**config.mk**
```make
export PLATFORM = sky130hd
export DESIGN_NAME = button_menu_parameter_editor
export DESIGN_NICKNAME = d
export VERILOG_FILES = /design/src/rtl/core/bme_pkg.sv /design/src/rtl/core/button_menu_parameter_editor.sv /design/src/rtl/core/bme_ctrl.sv /design/src/rtl/core/bme_table.sv
export SDC_FILE = /design/constraint.sdc
export NUM_CORES = 1
export LEC_CHECK = 0
export BUFFER_PORTS_ARGS = -buffer_cell sky130_fd_sc_hd__buf_2
export CAP_MARGIN = 20
export CORE_MARGIN = 2
export CORE_UTILIZATION = 40
export CTS_BUF_LIST = sky130_fd_sc_hd__clkbuf_4
export CTS_CLUSTER_DIAMETER = 120
export DETAILED_ROUTE_END_ITERATION = 10
export SLEW_MARGIN = 20
export SYNTH_ARGS = -nofsm -noshare
export SYNTH_HDL_FRONTEND = slang
export SYNTH_HIERARCHICAL = 1
export SYNTH_SLANG_ARGS = --single-unit
```
**constraint.sdc**
```tcl
create_clock -name clk -period 4.74 [get_ports clk]
set_clock_uncertainty 0.2 [all_clocks]
set_input_delay 0.948 -clock clk [delete_from_list [all_inputs] [get_ports clk]]
set_output_delay 0.948 -clock clk [all_outputs]
set_load 0.01 [all_outputs]
```
**src/rtl/core/bme_pkg.sv**
```systemverilog
package bme_pkg;

	// Defaults for the top-level parameters
	localparam int NUM_PARAMS_DEF = 16;
	localparam int POT_BITS_DEF   = 10;

	// Fixed field widths
	localparam int BTN_W   = 4;
	localparam int POT_W   = 10;
	localparam int LED_W   = 4;
	localparam int INDEX_W = 4;
	localparam int ENTRY_W = 10;
	localparam int SHOW_W  = 16;

	// Value counter wraps modulo 16
	localparam int CNT_W = 4;

	// Display constants
	localparam int POT_SHOW_SHIFT = 6;
	localparam logic [SHOW_W-1:0] LED_TOP_THRESH = SHOW_W'(8);

	// Winning press, highest-numbered rising button
	typedef enum logic [2:0] {
		PRESS_B0   = 3'd0,
		PRESS_B1   = 3'd1,
		PRESS_B2   = 3'd2,
		PRESS_B3   = 3'd3,
		PRESS_NONE = 3'd5
	} press_t;

	// Per-item decisions from the mode controller to the table
	typedef struct packed {
		logic select_mode; // mode after this request
		logic wr_en;       // table entry at the index is written
		logic use_pot;     // write data is the pot reading, else the counter
		logic shift_show;  // button 3 in edit mode: display entry >> 6
	} bme_ctl_t;

endpackage

```
**src/rtl/core/button_menu_parameter_editor.sv**
```systemverilog
// An accepted request passes the input register, then the result register, to m_tvalid.
// Throughput: one request per cycle without backpressure; each register stages one.
// Backpressure on m_tready stalls the input side once both stages are full.
// Reset (arst_n low, asynchronous): select mode, index 0, counter 0, prior levels 0,
// all table entries cleared in flip-flops at once; no clearing pass afterwards.
module button_menu_parameter_editor #(
	parameter int NUM_PARAMS = bme_pkg::NUM_PARAMS_DEF,
	parameter int POT_BITS   = bme_pkg::POT_BITS_DEF
) (
	input  logic        clk,
	input  logic        arst_n,
	// s_tdata, from bit 0: button_levels[3:0], pot_sample[13:4], zero fill [15:14]
	input  logic [15:0] s_tdata,
	input  logic        s_tvalid,
	output logic        s_tready,
	// m_tdata, from bit 0: led_bits[3:0], ramp_on[4], selected_index[8:5],
	// selected_entry[18:9], zero fill [23:19]
	output logic [23:0] m_tdata,
	output logic        m_tvalid,
	input  logic        m_tready
);
	import bme_pkg::*;

	localparam int IDX_W = (NUM_PARAMS > 1) ? $clog2(NUM_PARAMS) : 1;
	// stored entries keep the pot bits the port carries, at most POT_BITS of them
	localparam int TBL_W = (POT_BITS < POT_W) ? POT_BITS : POT_W;

	// Input stage
	logic             valid_s1;
	logic [BTN_W-1:0] levels_s1;
	logic [POT_W-1:0] pot_s1;

	// Result stage
	logic                valid_s2;
	logic [LED_W-1:0]    led_s2;
	logic                ramp_s2;
	logic [INDEX_W-1:0]  index_s2;
	logic [ENTRY_W-1:0]  entry_s2;

	logic             advance;
	logic [IDX_W-1:0] idx_d;
	logic [CNT_W-1:0] cnt_d;
	bme_ctl_t         ctl;
	logic [TBL_W-1:0] entry;

	// Display path
	logic [TBL_W-1:0]         entry_shown;
	logic [SHOW_W-1:0]        shown;
	logic [LED_W-1:0]         led_d;
	logic [IDX_W+INDEX_W-1:0] idx_ext;

	// A request moves from the input stage into the result stage whenever
	// the result stage is empty or is being taken this cycle.
	assign advance  = valid_s1 && (!valid_s2 || m_tready);
	assign s_tready = !valid_s1 || advance;

	always_ff @(posedge clk or negedge arst_n) begin
		if (!arst_n) begin
			valid_s1 <= 1'b0;
		end else if (s_tready) begin
			valid_s1 <= s_tvalid;
		end
	end

	always_ff @(posedge clk) begin
		if (s_tready && s_tvalid) begin
			levels_s1 <= s_tdata[BTN_W-1:0];
			pot_s1    <= s_tdata[BTN_W+POT_W-1:BTN_W];
		end
	end

	// Mode, index and counter; all state commits on advance
	bme_ctrl #(
		.NUM_PARAMS(NUM_PARAMS),
		.IDX_W     (IDX_W)
	) u_ctrl (
		.clk   (clk),
		.arst_n(arst_n),
		.step  (advance),
		.levels(levels_s1),
		.idx_d (idx_d),
		.cnt_d (cnt_d),
		.ctl   (ctl)
	);

	// Parameter table, read at the index after this request
	bme_table #(
		.NUM_PARAMS(NUM_PARAMS),
		.IDX_W     (IDX_W),
		.TBL_W     (TBL_W)
	) u_table (
		.clk   (clk),
		.arst_n(arst_n),
		.step  (advance),
		.ctl   (ctl),
		.idx   (idx_d),
		.cnt   (cnt_d),
		.pot   (pot_s1[TBL_W-1:0]),
		.entry (entry)
	);

	// Select mode shows the index, edit mode the entry (>> 6 on a button-3 store).
	// LEDs 0..2 are the low bits of the shown value, LED 3 means 8 or more.
	always_comb begin
		entry_shown = ctl.shift_show ? (entry >> POT_SHOW_SHIFT) : entry;
		shown       = ctl.select_mode ? SHOW_W'(idx_d) : SHOW_W'(entry_shown);
		led_d       = {shown >= LED_TOP_THRESH, shown[2:0]};
		idx_ext     = {{INDEX_W{1'b0}}, idx_d};
	end

	always_ff @(posedge clk or negedge arst_n) begin
		if (!arst_n) begin
			valid_s2 <= 1'b0;
		end else if (!valid_s2 || m_tready) begin
			valid_s2 <= valid_s1;
		end
	end

	always_ff @(posedge clk) begin
		if (advance) begin
			led_s2   <= led_d;
			ramp_s2  <= ctl.select_mode;
			index_s2 <= idx_ext[INDEX_W-1:0];
			entry_s2 <= ENTRY_W'(entry);
		end
	end

	assign m_tvalid = valid_s2;
	assign m_tdata  = {5'b0, entry_s2, index_s2, ramp_s2, led_s2};

`ifndef NO_ASSERTIONS
	// In select mode the LEDs mirror the index bits exactly
	a_select_leds: assert property (@(posedge clk) disable iff (!arst_n)
		(m_tvalid && m_tdata[4]) |-> (m_tdata[3:0] == m_tdata[8:5]))
		else $error("select-mode LEDs differ from index");

	// An advancing request always lands in the result stage
	a_advance_lands: assert property (@(posedge clk) disable iff (!arst_n)
		advance |=> m_tvalid)
		else $error("advanced request lost");

	// The index never leaves the table range
	a_idx_range: assert property (@(posedge clk) disable iff (!arst_n)
		valid_s1 |-> (int'(idx_d) < NUM_PARAMS))
		else $error("parameter index out of range");

	// The input stage never refuses while empty
	a_ready_empty: assert property (@(posedge clk) disable iff (!arst_n)
		!valid_s1 |-> s_tready)
		else $error("input stalled while empty");
`endif

endmodule

```
**src/rtl/core/bme_ctrl.sv**
```systemverilog
module bme_ctrl #(
	parameter int NUM_PARAMS = bme_pkg::NUM_PARAMS_DEF,
	parameter int IDX_W      = $clog2(NUM_PARAMS)
) (
	input  logic                    clk,
	input  logic                    arst_n,
	input  logic                    step,
	input  logic [bme_pkg::BTN_W-1:0] levels,
	output logic [IDX_W-1:0]        idx_d,
	output logic [bme_pkg::CNT_W-1:0] cnt_d,
	output bme_pkg::bme_ctl_t       ctl
);
	import bme_pkg::*;

	localparam logic [IDX_W-1:0] IDX_LAST = IDX_W'(NUM_PARAMS - 1);

	logic [BTN_W-1:0] prev_q;
	logic             sel_q;
	logic [IDX_W-1:0] idx_q;
	logic [CNT_W-1:0] cnt_q;
	logic [BTN_W-1:0] rising;
	press_t           code;
	logic             sel_d;

	// rising edges against last request, highest button wins
	always_comb begin
		rising = levels & ~prev_q;
		if (rising[3]) begin
			code = PRESS_B3;
		end else if (rising[2]) begin
			code = PRESS_B2;
		end else if (rising[1]) begin
			code = PRESS_B1;
		end else if (rising[0]) begin
			code = PRESS_B0;
		end else begin
			code = PRESS_NONE;
		end
	end

	always_comb begin
		sel_d       = sel_q;
		idx_d       = idx_q;
		cnt_d       = cnt_q;
		ctl.wr_en   = 1'b0;
		ctl.use_pot = 1'b0;
		if (sel_q) begin
			case (code)
				PRESS_B0: begin
					sel_d = 1'b0;
					cnt_d = '0;
				end
				PRESS_B1: idx_d = (idx_q == IDX_LAST) ? '0 : idx_q + 1'b1;
				PRESS_B2: idx_d = (idx_q == '0) ? IDX_LAST : idx_q - 1'b1;
				default: ;
			endcase
		end else begin
			case (code)
				PRESS_B0: begin
					sel_d = 1'b1;
					idx_d = '0;
				end
				PRESS_B1: begin
					cnt_d     = cnt_q + 1'b1;
					ctl.wr_en = 1'b1;
				end
				PRESS_B2: begin
					cnt_d     = cnt_q - 1'b1;
					ctl.wr_en = 1'b1;
				end
				PRESS_B3: begin
					ctl.wr_en   = 1'b1;
					ctl.use_pot = 1'b1;
				end
				default: ;
			endcase
		end
		ctl.select_mode = sel_d;
		ctl.shift_show  = !sel_q && (code == PRESS_B3);
	end

	always_ff @(posedge clk or negedge arst_n) begin
		if (!arst_n) begin
			prev_q <= '0;
			sel_q  <= 1'b1;
			idx_q  <= '0;
			cnt_q  <= '0;
		end else if (step) begin
			prev_q <= levels;
			sel_q  <= sel_d;
			idx_q  <= idx_d;
			cnt_q  <= cnt_d;
		end
	end

endmodule

```
**src/rtl/core/bme_table.sv**
```systemverilog
module bme_table #(
	parameter int NUM_PARAMS = bme_pkg::NUM_PARAMS_DEF,
	parameter int IDX_W      = $clog2(NUM_PARAMS),
	parameter int TBL_W      = bme_pkg::POT_BITS_DEF
) (
	input  logic                      clk,
	input  logic                      arst_n,
	input  logic                      step,
	input  bme_pkg::bme_ctl_t         ctl,
	input  logic [IDX_W-1:0]          idx,
	input  logic [bme_pkg::CNT_W-1:0] cnt,
	input  logic [TBL_W-1:0]          pot,
	output logic [TBL_W-1:0]          entry
);
	import bme_pkg::*;

	logic [TBL_W-1:0] tbl_q [NUM_PARAMS];
	logic [TBL_W-1:0] wdata;

	assign wdata = ctl.use_pot ? pot : TBL_W'(cnt);
	// writes only happen in edit mode, where the index holds: bypass the new value
	assign entry = ctl.wr_en ? wdata : tbl_q[idx];

	always_ff @(posedge clk or negedge arst_n) begin
		if (!arst_n) begin
			for (int k = 0; k < NUM_PARAMS; k++) begin
				tbl_q[k] <= '0;
			end
		end else if (step && ctl.wr_en) begin
			tbl_q[idx] <= wdata;
		end
	end

endmodule
```
==> metrics, run 1 <==
status completed; post-synth top area cell dfrtp_1; Tot Pwr 6.13 mW; Leakage Power 4.66 nW; grt total ovfl 0; Yosys cell types 69; Post-synth EDFFs 33; Max Clk Rate 235 MHz; critical path startpoint category flop; total CTS buffers 53; Slew @ Worst Pin 0.819 ns; syn avg cell area 11.1 sq um; DIE WIDTH 158 um; FFs w/ async S/R, synth 0.841; Power Dens Cells 569 mW/mm^2; sequential cell area fraction in the yosys report 0.563; Post-Synthesis Cells 862; Final min period 4.26 ns; Worst setup EP type flop; Top FF cell, synth dfrtp_1; final worst hold slack 0.263 ns; Routed WL per cell 17.1 um; CTS root buf clkbuf_4; max-slew violations 0; global-route wire length before repair 35,500 um; Die Area 0.0251 sq mm; Setup crit end led_s2[3]; Via Count 6,603; maximum VDD drop 0.000308 V; WS Path Type flop to flop; Max Cap Viol 0; Clock H-tree levels 2; ANT nets after route 0; CP max stage delay 0.51 ns; FF-to-FF path depth 12; placed instance count 1,178; PortBufs 38; largest net degree at the start of global routing 134; CP bufs+invs 2; Final Hold Viols 0; Ports 46; clock transition at the registers of the reported paths 0.07 ns; Initial Util 0.406; worst-path fanout max 12; post-CTS sizing 0; final routed DRC violation total 0; share of cells above drive strength 1 0.238; largest cells by area after synthesis dfrtp_1 46%, edfxtp_1 10%, nand2_1 7.6%; clk buf depth 3; Via density 5.19; setup tns final 0 ns; Critical Path RT 4.95 ns; final setup slack of the worst path 0.482 ns; antenna violations before repair 1; std cell rows 56; critical path's top delay family compound AO/OA/AOI/OAI gates; Synth Cell Area 0.00954 sq mm; clk_lat worst skew 0.66 ns; Core Footprint 0.0235 sq mm; worst-path cell chain inv_1, ha_1, mux2_2, a31oi_4, buf_4, mux2i_1, o22ai_1, a311oi_1, a22oi_1, nor4_1, a21oi_1, o31a_1; vias in the first global route 6,570; Area Growth Syn to Fin 13.0%; hold crit path type primary input to flop; initial DRC count 441; Warnings, synthesis 6; period utilisation layout 0.898; Final GP Congestion 0.800; WP data arrival 4.47 ns; GRT Total Usage 0.182; Detailed Route WL 21,700 um; CP Launch Point u_ctrl/idx_q[0]; Worst path slowest cell a31oi_4; Slew headroom 0.452; Detail Placement HPWL 14,000 um; reg2reg start u_ctrl/idx_q[0]; Setup WS pre-CTS 0.530 ns; critical path depth in cells 12; Nets 940; area share of the largest cell type after synthesis 0.456; CTS sink cnt 208; final setup fails 0; Finished Layout Cells 1,272; post-synthesis register bit count 208; Pre-Repair DR Iteration Count 5; r2r setup slk 0.48 ns; r2r endpoint led_s2[3]; RSZ-0062 raised after global routing no; TritonCTS clock tree yes; die height 158 um
[Yosys cell counts (2+ instances only)]
cell type / n
a21oi_1: 9
a22oi_1: 19
a311oi_1: 9
a31oi_1: 3
and2_1: 2
and4_1: 3
buf_2: 28
buf_4: 9
buf_6: 8
clkbuf_1: 31
dfrtp_1: 174
edfxtp_1: 33
ha_1: 4
inv_1: 7
mux2_2: 5
mux2i_1: 26
mux2i_2: 3
mux4_2: 31
nand2_1: 192
nand2b_1: 8
nand3_1: 6
nand3b_1: 2
nor2_1: 9
nor2b_1: 4
o21ai_0: 62
o21ai_1: 106
o21ai_2: 9
o22ai_1: 10
o31ai_1: 2
or2_1: 4
or3_1: 3
xnor2_1: 4
[kinds of logic after synthesis]
family                     synth area share
and+or+nand+nor                       0.116
AOI/OAI and AO/OA                     0.150
xor gates and xnor gates            0.00459
muxes                                 0.111
adders and majority gates           0.00735
other                              0.000393
buffers and inverters                0.0474
DFF                                   0.563
[layer usage]
layer	GRT usage	wire length [um]
met4	0.0601	423
met1	0.261	10200
met5	0	0
met2	0.280	9890
met3	0.0362	1130
[how the worst min path moves through the flow]
stage | from | end | cells after the start
after floorplan | u_table/tbl_q[130] | u_table/tbl_q[130] | 2
after global placement | u_table/tbl_q[135] | u_table/tbl_q[135] | 2
after detailed placement | u_table/tbl_q[152] | u_table/tbl_q[152] | 2
after CTS | s_tdata[3] | levels_s1[3] | 1
after global routing | s_tdata[2] | levels_s1[2] | 1
final | s_tdata[3] | levels_s1[3] | 1
[power breakdown]
group	switching [mW]	leakage [nW]	total [mW]	internal, mW
combinational	1.26	1.52	2.10	0.841
sequential	0.212	2.70	2.40	2.18
clock	0.711	0.436	1.64	0.927
[metrics by stage]
step | area, sq um | util
2_1_floorplan | 9550 | -
3_3_place_gp | 10000 | 0.427
3_5_place_dp | 10000 | 0.428
4_1_cts | 10800 | 0.459
5_1_grt | 10800 | 0.459
6_report | 10800 | 0.459
[state kept, by name, indices dropped and copies added (netlist names)]
register,cells
u_table/tbl_q,160
entry_s2,10
pot_s1,10
index_s2,4
led_s2,4
levels_s1,4
u_ctrl/cnt_q,4
u_ctrl/idx_q,4
u_ctrl/prev_q,4
m_tvalid,1
ramp_s2,1
u_ctrl/sel_q,1
valid_s1,1
[timing repair]
action,CTS,global route
hold endpoints to repair,42,0
endpoints found under the setup margin,0,0
hold buffers,1,0
buffers inserted,0,0
[final cells by class]
class / count / area [sq um]
well taps: 319 / 399
inverters: 8 / 32.5
flip-flops and latches: 208 / 5370
fillers: 2225 / 12700
diodes: 1 / 2.50
clock inverters: 5 / 71.3
repair buffers: 71 / 472
multi-input cells: 573 / 3770
clock buffers: 87 / 653
[cell usage in the layout, fill, tap and decap left out, types with 6 or more instances in the layout]
master and instances:
clkbuf_4 87, a311oi_1 9, nor2_1 9, o21ai_1 105, mux4_2 31, nand2b_1 8, nand2_1 192, nand3_1 6
mux2i_1 26, inv_1 7, buf_2 37, dfrtp_1 174, o21ai_2 10, a22oi_1 19, a21oi_1 8, o22ai_1 9
edfxtp_1 33, buf_4 30, o21ai_0 62
[worst reg2reg max path, stage by stage (launching register included)]
cell and delay, ns:
dfrtp_1 0.47, inv_1 0.11, ha_1 0.33, mux2_2 0.38, a31oi_4 0.51, buf_4 0.36, mux2i_1 0.22, o22ai_1 0.11
a311oi_1 0.39, a22oi_1 0.22, nor4_1 0.30, a21oi_1 0.15, o31a_1 0.25
(Power assumes the default switching activity.)
==> inputs of run 2 (changes only) <==
--- a/config.mk
+++ b/config.mk
@@ -12,6 +12,7 @@
 export CTS_BUF_LIST = sky130_fd_sc_hd__clkbuf_4
 export CTS_CLUSTER_DIAMETER = 120
 export DETAILED_ROUTE_END_ITERATION = 10
+export PLACE_DENSITY_LB_ADDON = 0.3
 export SLEW_MARGIN = 20
 export SYNTH_ARGS = -nofsm -noshare
 export SYNTH_HDL_FRONTEND = slang
==> constraint.sdc (replaced) <==
create_clock -name clk -period 4.74 [get_ports clk]
set_clock_uncertainty 0.2 [all_clocks]
set_input_delay 0.948 -clock clk [delete_from_list [all_inputs] [get_ports clk]]
set_output_delay 0.948 -clock clk [all_outputs]
set_load 0.02 [all_outputs]
==> run 2 against run 1 <==
Clock power decreased by 5%; register-to-register slack got worse by 0.17 ns; wire length increased by 1.6%.
==> metrics, run 2 (synthesis results as in run 1) <==
global-route wire length before repair 35,700 um (+0.72%); Final GP Congestion 0.805 (+0.61%); Leakage Power 4.67 nW (+0.21%); Clock H-tree levels 2 (unchanged); initial DRC count 450 (+2.0%); Critical Path RT 4.95 ns (about the same); CP bufs+invs 2 (unchanged); Detailed Route WL 22,000 um (+1.6%); share of cells above drive strength 1 0.241 (+0.00297); clock transition at the registers of the reported paths 0.06 ns (about the same); Worst path slowest cell a31oi_4; Final Hold Viols 0 (unchanged); TritonCTS clock tree yes; Core Footprint 0.0235 sq mm (unchanged); max reg flops 160 (unchanged); critical path startpoint category flop; largest net degree at the start of global routing 92 (-31%); status completed; clk buf depth 3 (unchanged); Ports 46 (unchanged); DIE WIDTH 158 um (unchanged); Worst setup EP type flop; Max Cap Viol 0 (unchanged); CP max stage delay 0.54 ns (+0.03 ns); setup tns final 0 ns (unchanged); Final min period 4.43 ns (+0.172 ns); final routed DRC violation total 0 (unchanged); top flop regs u_table/tbl_q: 160 flops, entry_s2: 10 flops, pot_s1: 10 flops; max-slew violations 0 (unchanged); total CTS buffers 55 (+3.8%); commonest non-fill, non-tap cell in the layout nand2_1; Via Count 6,591 (-0.18%); critical path's top delay family compound AO/OA/AOI/OAI gates; Die Area 0.0251 sq mm (unchanged); Detail Placement HPWL 14,200 um (+1.7%); Routed WL per cell 17.2 um (+0.88%); WS Path Type flop to flop; CTS sink cnt 208 (unchanged); WP data arrival 4.64 ns (+0.17 ns); Max Clk Rate 226 MHz (-3.9%); post-CTS sizing 0 (unchanged); vias in the first global route 6,402 (-2.6%); worst-path cell chain inv_1, ha_1, mux2_2, a31oi_4, buf_12, mux2i_1, o22ai_1, a311oi_1, a22oi_1, nor2_1, a21oi_1, o31a_1; Via density 5.15 (-0.88%); Pre-Repair DR Iteration Count 5 (unchanged); period utilisation layout 0.935 (+0.0363); ANT nets after route 0 (unchanged); clk_lat worst skew 0.66 ns (about the same); hold-fix buffers at CTS 0 (-1); die height 158 um (unchanged); GRT Total Usage 0.186 (+0.00387); maximum VDD drop 0.000281 V (-8.8%); Nets 946 (+0.64%); std cell rows 56 (unchanged); worst-path fanout max 36 (+24); grt total ovfl 0 (unchanged); PortBufs 38 (unchanged); Slew headroom 0.342 (-0.110); Initial Util 0.406 (unchanged); most frequent cells in the layout 192 x nand2_1, 174 x dfrtp_1, 106 x o21ai_1, 91 x clkbuf_4, 62 x o21ai_0; final worst hold slack 0.124 ns (-0.140 ns); Slew @ Worst Pin 0.984 ns (+0.164 ns); final setup fails 0 (unchanged); Most flops, register u_table/tbl_q; hold crit path type primary input to asynchronous set/reset pin; Power Dens Cells 569 mW/mm^2 (about the same); RSZ-0062 raised after global routing no; Fill cells 2,170 (-2.5%); Post-CTS Setup Inserts 0 (unchanged); antenna violations before repair 1 (unchanged); Area Growth Syn to Fin 13.0% (about the same); CTS root buf clkbuf_4
-- run 2: path summary, 6_finish.rpt --
path	startpoint	to	slack, ns	cells past startpoint
min in group clk	s_tdata[6]	pot_s1[2]	0.25	1
setup / recovery	u_ctrl/idx_q[0]	led_s2[3]	0.31	12
hold reg to reg	levels_s1[0]	u_ctrl/prev_q[0]	0.27	1
setup reg to reg	u_ctrl/idx_q[0]	led_s2[3]	0.31	12
max in group asynchronous	arst_n	u_table/tbl_q[113]	3.19	2
hold / removal	arst_n	u_ctrl/cnt_q[2]	0.12	1
-- run 2: cell type report --
type | count | area [sq um] | area share
tap | 319 | 399 | 0.0370
sequential | 208 | 5370 | 0.498
clock buffer | 91 | 683 | 0.0634
antenna | 1 | 2.50 | 0.000232
inverter | 8 | 32.5 | 0.00302
multi-input combinational | 573 | 3770 | 0.350
timing repair buffer | 75 | 499 | 0.0463
clock inverter | 6 | 22.5 | 0.00209
-- run 2: routing by layer --
metal / vias up / track usage / wire (um)
li1: 3222 / - / -
met4: 0 / 0.0571 / 303
met5: - / 0 / 0
met1: 3186 / 0.266 / 10600
met3: 24 / 0.0329 / 1040
met2: 159 / 0.291 / 10100
-- run 2: per-stage QoR --
step	utilization	total power, mW	cell area [sq um]	cells	worst slack [ns]
5_1_grt	0.459	6.52	10800	1281	0.192
2_1_floorplan	-	3.91	9550	866	1.15
6_report	0.459	6.13	10800	1281	0.310
3_3_place_gp	0.429	4.58	10100	1183	0.329
3_5_place_dp	0.429	4.61	10100	1183	0.363
4_1_cts	0.459	6.19	10800	1280	0.361
-- run 2: power by group --
group	switching (mW)	internal, mW	total, mW
combinational	1.32	0.858	2.18
clock	0.709	0.854	1.56
sequential	0.208	2.18	2.39
total	2.24	3.90	6.13
==> inputs of run 3 (changes only) <==
--- a/config.mk
+++ b/config.mk
@@ -5,6 +5,7 @@
 export SDC_FILE = /design/constraint.sdc
 export NUM_CORES = 1
 export LEC_CHECK = 0
+export ABC_AREA = 1
 export BUFFER_PORTS_ARGS = -buffer_cell sky130_fd_sc_hd__buf_2
 export CAP_MARGIN = 20
 export CORE_MARGIN = 2
@@ -13,6 +14,7 @@
 export CTS_CLUSTER_DIAMETER = 120
 export DETAILED_ROUTE_END_ITERATION = 10
 export PLACE_DENSITY_LB_ADDON = 0.3
+export RECOVER_POWER = 100
 export SLEW_MARGIN = 20
 export SYNTH_ARGS = -nofsm -noshare
 export SYNTH_HDL_FRONTEND = slang
==> run 3 against run 2 <==
The flow now finishes with violations (capacitance limit, slew limit); global-route usage increased by 1.3 points; wire length rose by 15%; synthesized cell count increased by 46%; combinational power increased by 40%; final cell count rose by 28%; critical endpoint is now u_table/tbl_q[42]; final area rose by 1.6%; non-clock buffer count decreased by 27; first-iteration DRC count is 110% higher.
==> metrics, run 3 <==
status finished, violations left; failing checks capacitance limit, slew limit; most frequent cell after synthesis nand2_1; WS Path Type flop to flop; clk buf depth 3 (unchanged); most frequent cells in the layout 567 x nand2_1, 174 x dfrtp_1, 168 x o21ai_0, 90 x clkbuf_4, 76 x nand3_1; Routed WL per cell 15.5 um (-9.8%); die height 162 um (+2.5%); share of cells above drive strength 1 0.105 (-0.136); Max Clk Rate 256 MHz (+14%); Leakage Power 5.24 nW (+12%); Setup WS pre-CTS 1.09 ns (+0.731 ns); setup tns final 0 ns (unchanged); Top FF cell, synth dfrtp_1; post-synth top area cell dfrtp_1; largest net degree at the start of global routing 103 (+12%); PortBufs 38 (unchanged); total CTS buffers 55 (unchanged); Power Dens Cells 673 mW/mm^2 (+18%); top flop regs u_table/tbl_q: 160 flops, entry_s2: 10 flops, pot_s1: 10 flops; Detail Placement HPWL 15,100 um (+6.4%); Via density 5.05 (-1.9%); Final min period 3.90 ns (-0.528 ns); RSZ-0062 raised after global routing no; FFs w/ async S/R, synth 0.841 (unchanged); Slew headroom -0.705 (-1.05); clk_lat worst skew 0.69 ns (+0.03 ns); CTS sink cnt 208 (unchanged); reg2reg start u_ctrl/prev_q[2]; Worst setup EP type flop; Via Count 8,271 (+25%); Warnings, synthesis 6 (unchanged); max-slew violations 138 (+138); commonest non-fill, non-tap cell in the layout nand2_1; initial DRC count 939 (+110%); critical path startpoint category flop; Most flops, register u_table/tbl_q; GRT Total Usage 0.199 (+0.0129); hold-fix buffers at CTS 0 (unchanged); largest cells by area after synthesis dfrtp_1 43%, nand2_1 21%, edfxtp_1 9.9%; final setup slack of the worst path 0.838 ns (+0.528 ns); WP data arrival 4.27 ns (-0.37 ns); Synth Cell Area 0.0100 sq mm (+5.2%); Post-Synthesis Cells 1,255 (+46%); final routed DRC violation total 0 (unchanged); Post-synth EDFFs 33 (unchanged); Nets 1,298 (+37%); worst-path fanout max 20 (-44%); Post-synth top cells 566 x nand2_1, 174 x dfrtp_1, 85 x o21ai_1; DIE WIDTH 162 um (+2.5%); Tot Pwr 7.37 mW (+20%); CTS root buf clkbuf_4; FF-to-FF path depth 13 (+1); global-route wire length before repair 41,500 um (+16%); maximum VDD drop 0.000487 V (+73%); grt total ovfl 0 (unchanged); vias in the first global route 7,797 (+22%); post-synthesis register bit count 208 (unchanged); final worst hold slack 0.0973 ns (-0.0262 ns); Area Growth Syn to Fin 9.14%; Clock H-tree levels 2 (unchanged); Initial Util 0.410 (+0.00366); Pre-Repair DR Iteration Count 5 (unchanged); post-CTS sizing 0 (unchanged); Max Cap Viol 2 (+2); Yosys cell types 37 (-46%); Final Hold Viols 0 (unchanged); area share of the largest cell type after synthesis 0.434 (-0.0224); clock transition at the registers of the reported paths 0.07 ns (about the same); Die Area 0.0264 sq mm (+5.0%); r2r endpoint u_table/tbl_q[42]; syn avg cell area 7.99 sq um (-28%); Post-CTS Setup Inserts 0 (unchanged); Final GP Congestion 0.833 (+3.4%); sequential cell area fraction in the yosys report 0.535 (-0.0276); Core Footprint 0.0245 sq mm (+4.2%); period utilisation layout 0.823 (-0.111); Detailed Route WL 25,400 um (+15%); r2r setup slk 0.84 ns (+0.53 ns); Critical Path RT 5.10 ns (+0.15 ns); post-layout util 0.448 (-0.0117); antenna violations before repair 1 (unchanged); max reg flops 160 (unchanged); hold crit path type primary input to asynchronous set/reset pin; ANT nets after route 0 (unchanged); TritonCTS clock tree yes; final setup fails 0 (unchanged); Slew @ Worst Pin 2.56 ns (+1.57 ns); Ports 46 (unchanged); std cell rows 57 (+1.8%)
==> run 3: cell types whose count changed after synthesis, moves of 22 or more <==
cell and change:
nor2_1 +39, o21ai_0 +22, nand2_1 +374, mux2i_1 -26, nand3_1 +70, mux4_2 -31
==> run 3: layer usage <==
layer  routed length [um]  track usage  share of wire
met5                    0            0              0
met4                  479       0.0676          0.019
met3                 1300       0.0318          0.051
met2                11700        0.312           0.46
met1                11900        0.282           0.47
==> run 3: cell families (layout without fill, tap and decap cells) <==
logic type / count (synthesis) / count (layout) / synth area share
XOR/XNOR: 2 / 2 / 0.00175
other: 1 / 6 / 0.000374
AND/OR/NAND/NOR: 726 / 726 / 0.298
flip-flops: 208 / 208 / 0.535
buffers and inverters: 124 / 179 / 0.0616
AO/OA/AOI/OAI: 189 / 189 / 0.0954
adder cells (fa/ha/maj): 5 / 5 / 0.00699
==> run 3: report_power, final <==
part	internal, mW	switching [mW]	leakage (nW)
Sequential	2.43	0.313	2.70
Combinational	0.815	2.24	2.12
Clock	0.849	0.720	0.428
==> run 3: how the worst max path moves through the flow <==
stage	from	endpoint	slack, ns	cells after the start
detailed placement	u_ctrl/idx_q[0]	led_s2[3]	1.09	20
CTS	u_ctrl/idx_q[0]	led_s2[3]	1.07	20
floorplan	m_tready	u_table/tbl_q[109]	1.16	8
global placement	u_ctrl/idx_q[0]	led_s2[3]	1.13	20
global route	u_ctrl/prev_q[2]	u_table/tbl_q[72]	0.40	13
finish	u_ctrl/prev_q[2]	u_table/tbl_q[42]	0.84	13
==> run 3: area by class of cell <==
| cell class | count | area (sq um) |
|---|---|---|
| flip-flops and latches | 208 | 5370 |
| clock buffers | 90 | 676 |
| diodes | 1 | 2.50 |
| well taps | 324 | 405 |
| repair buffers | 48 | 268 |
| multi-input cells | 927 | 4070 |
| clock inverters | 8 | 33.8 |
| fillers | 2479 | 13500 |
| inverters | 33 | 126 |
==> run 3: worst max-delay path, stage by stage (launching register included) <==
cell and delay (ns):
dfrtp_1 0.36, inv_1 0.12, nand2_1 0.15, nor2_1 0.32
nand2_1 0.09, nor2_1 0.11, nor2_1 0.06, a21boi_0 0.20
clkbuf_1 0.41, inv_1 0.08, nor2_1 0.10, clkbuf_1 0.59
nand2_1 0.61, o21ai_0 0.38
==> run 3: per-stage QoR <==
stage	std cells	area, sq um
2_1_floorplan	1259	10000
5_1_grt	1639	10900
4_1_cts	1638	11000
3_3_place_gp	1540	10300
3_5_place_dp	1540	10300
6_report	1639	10900
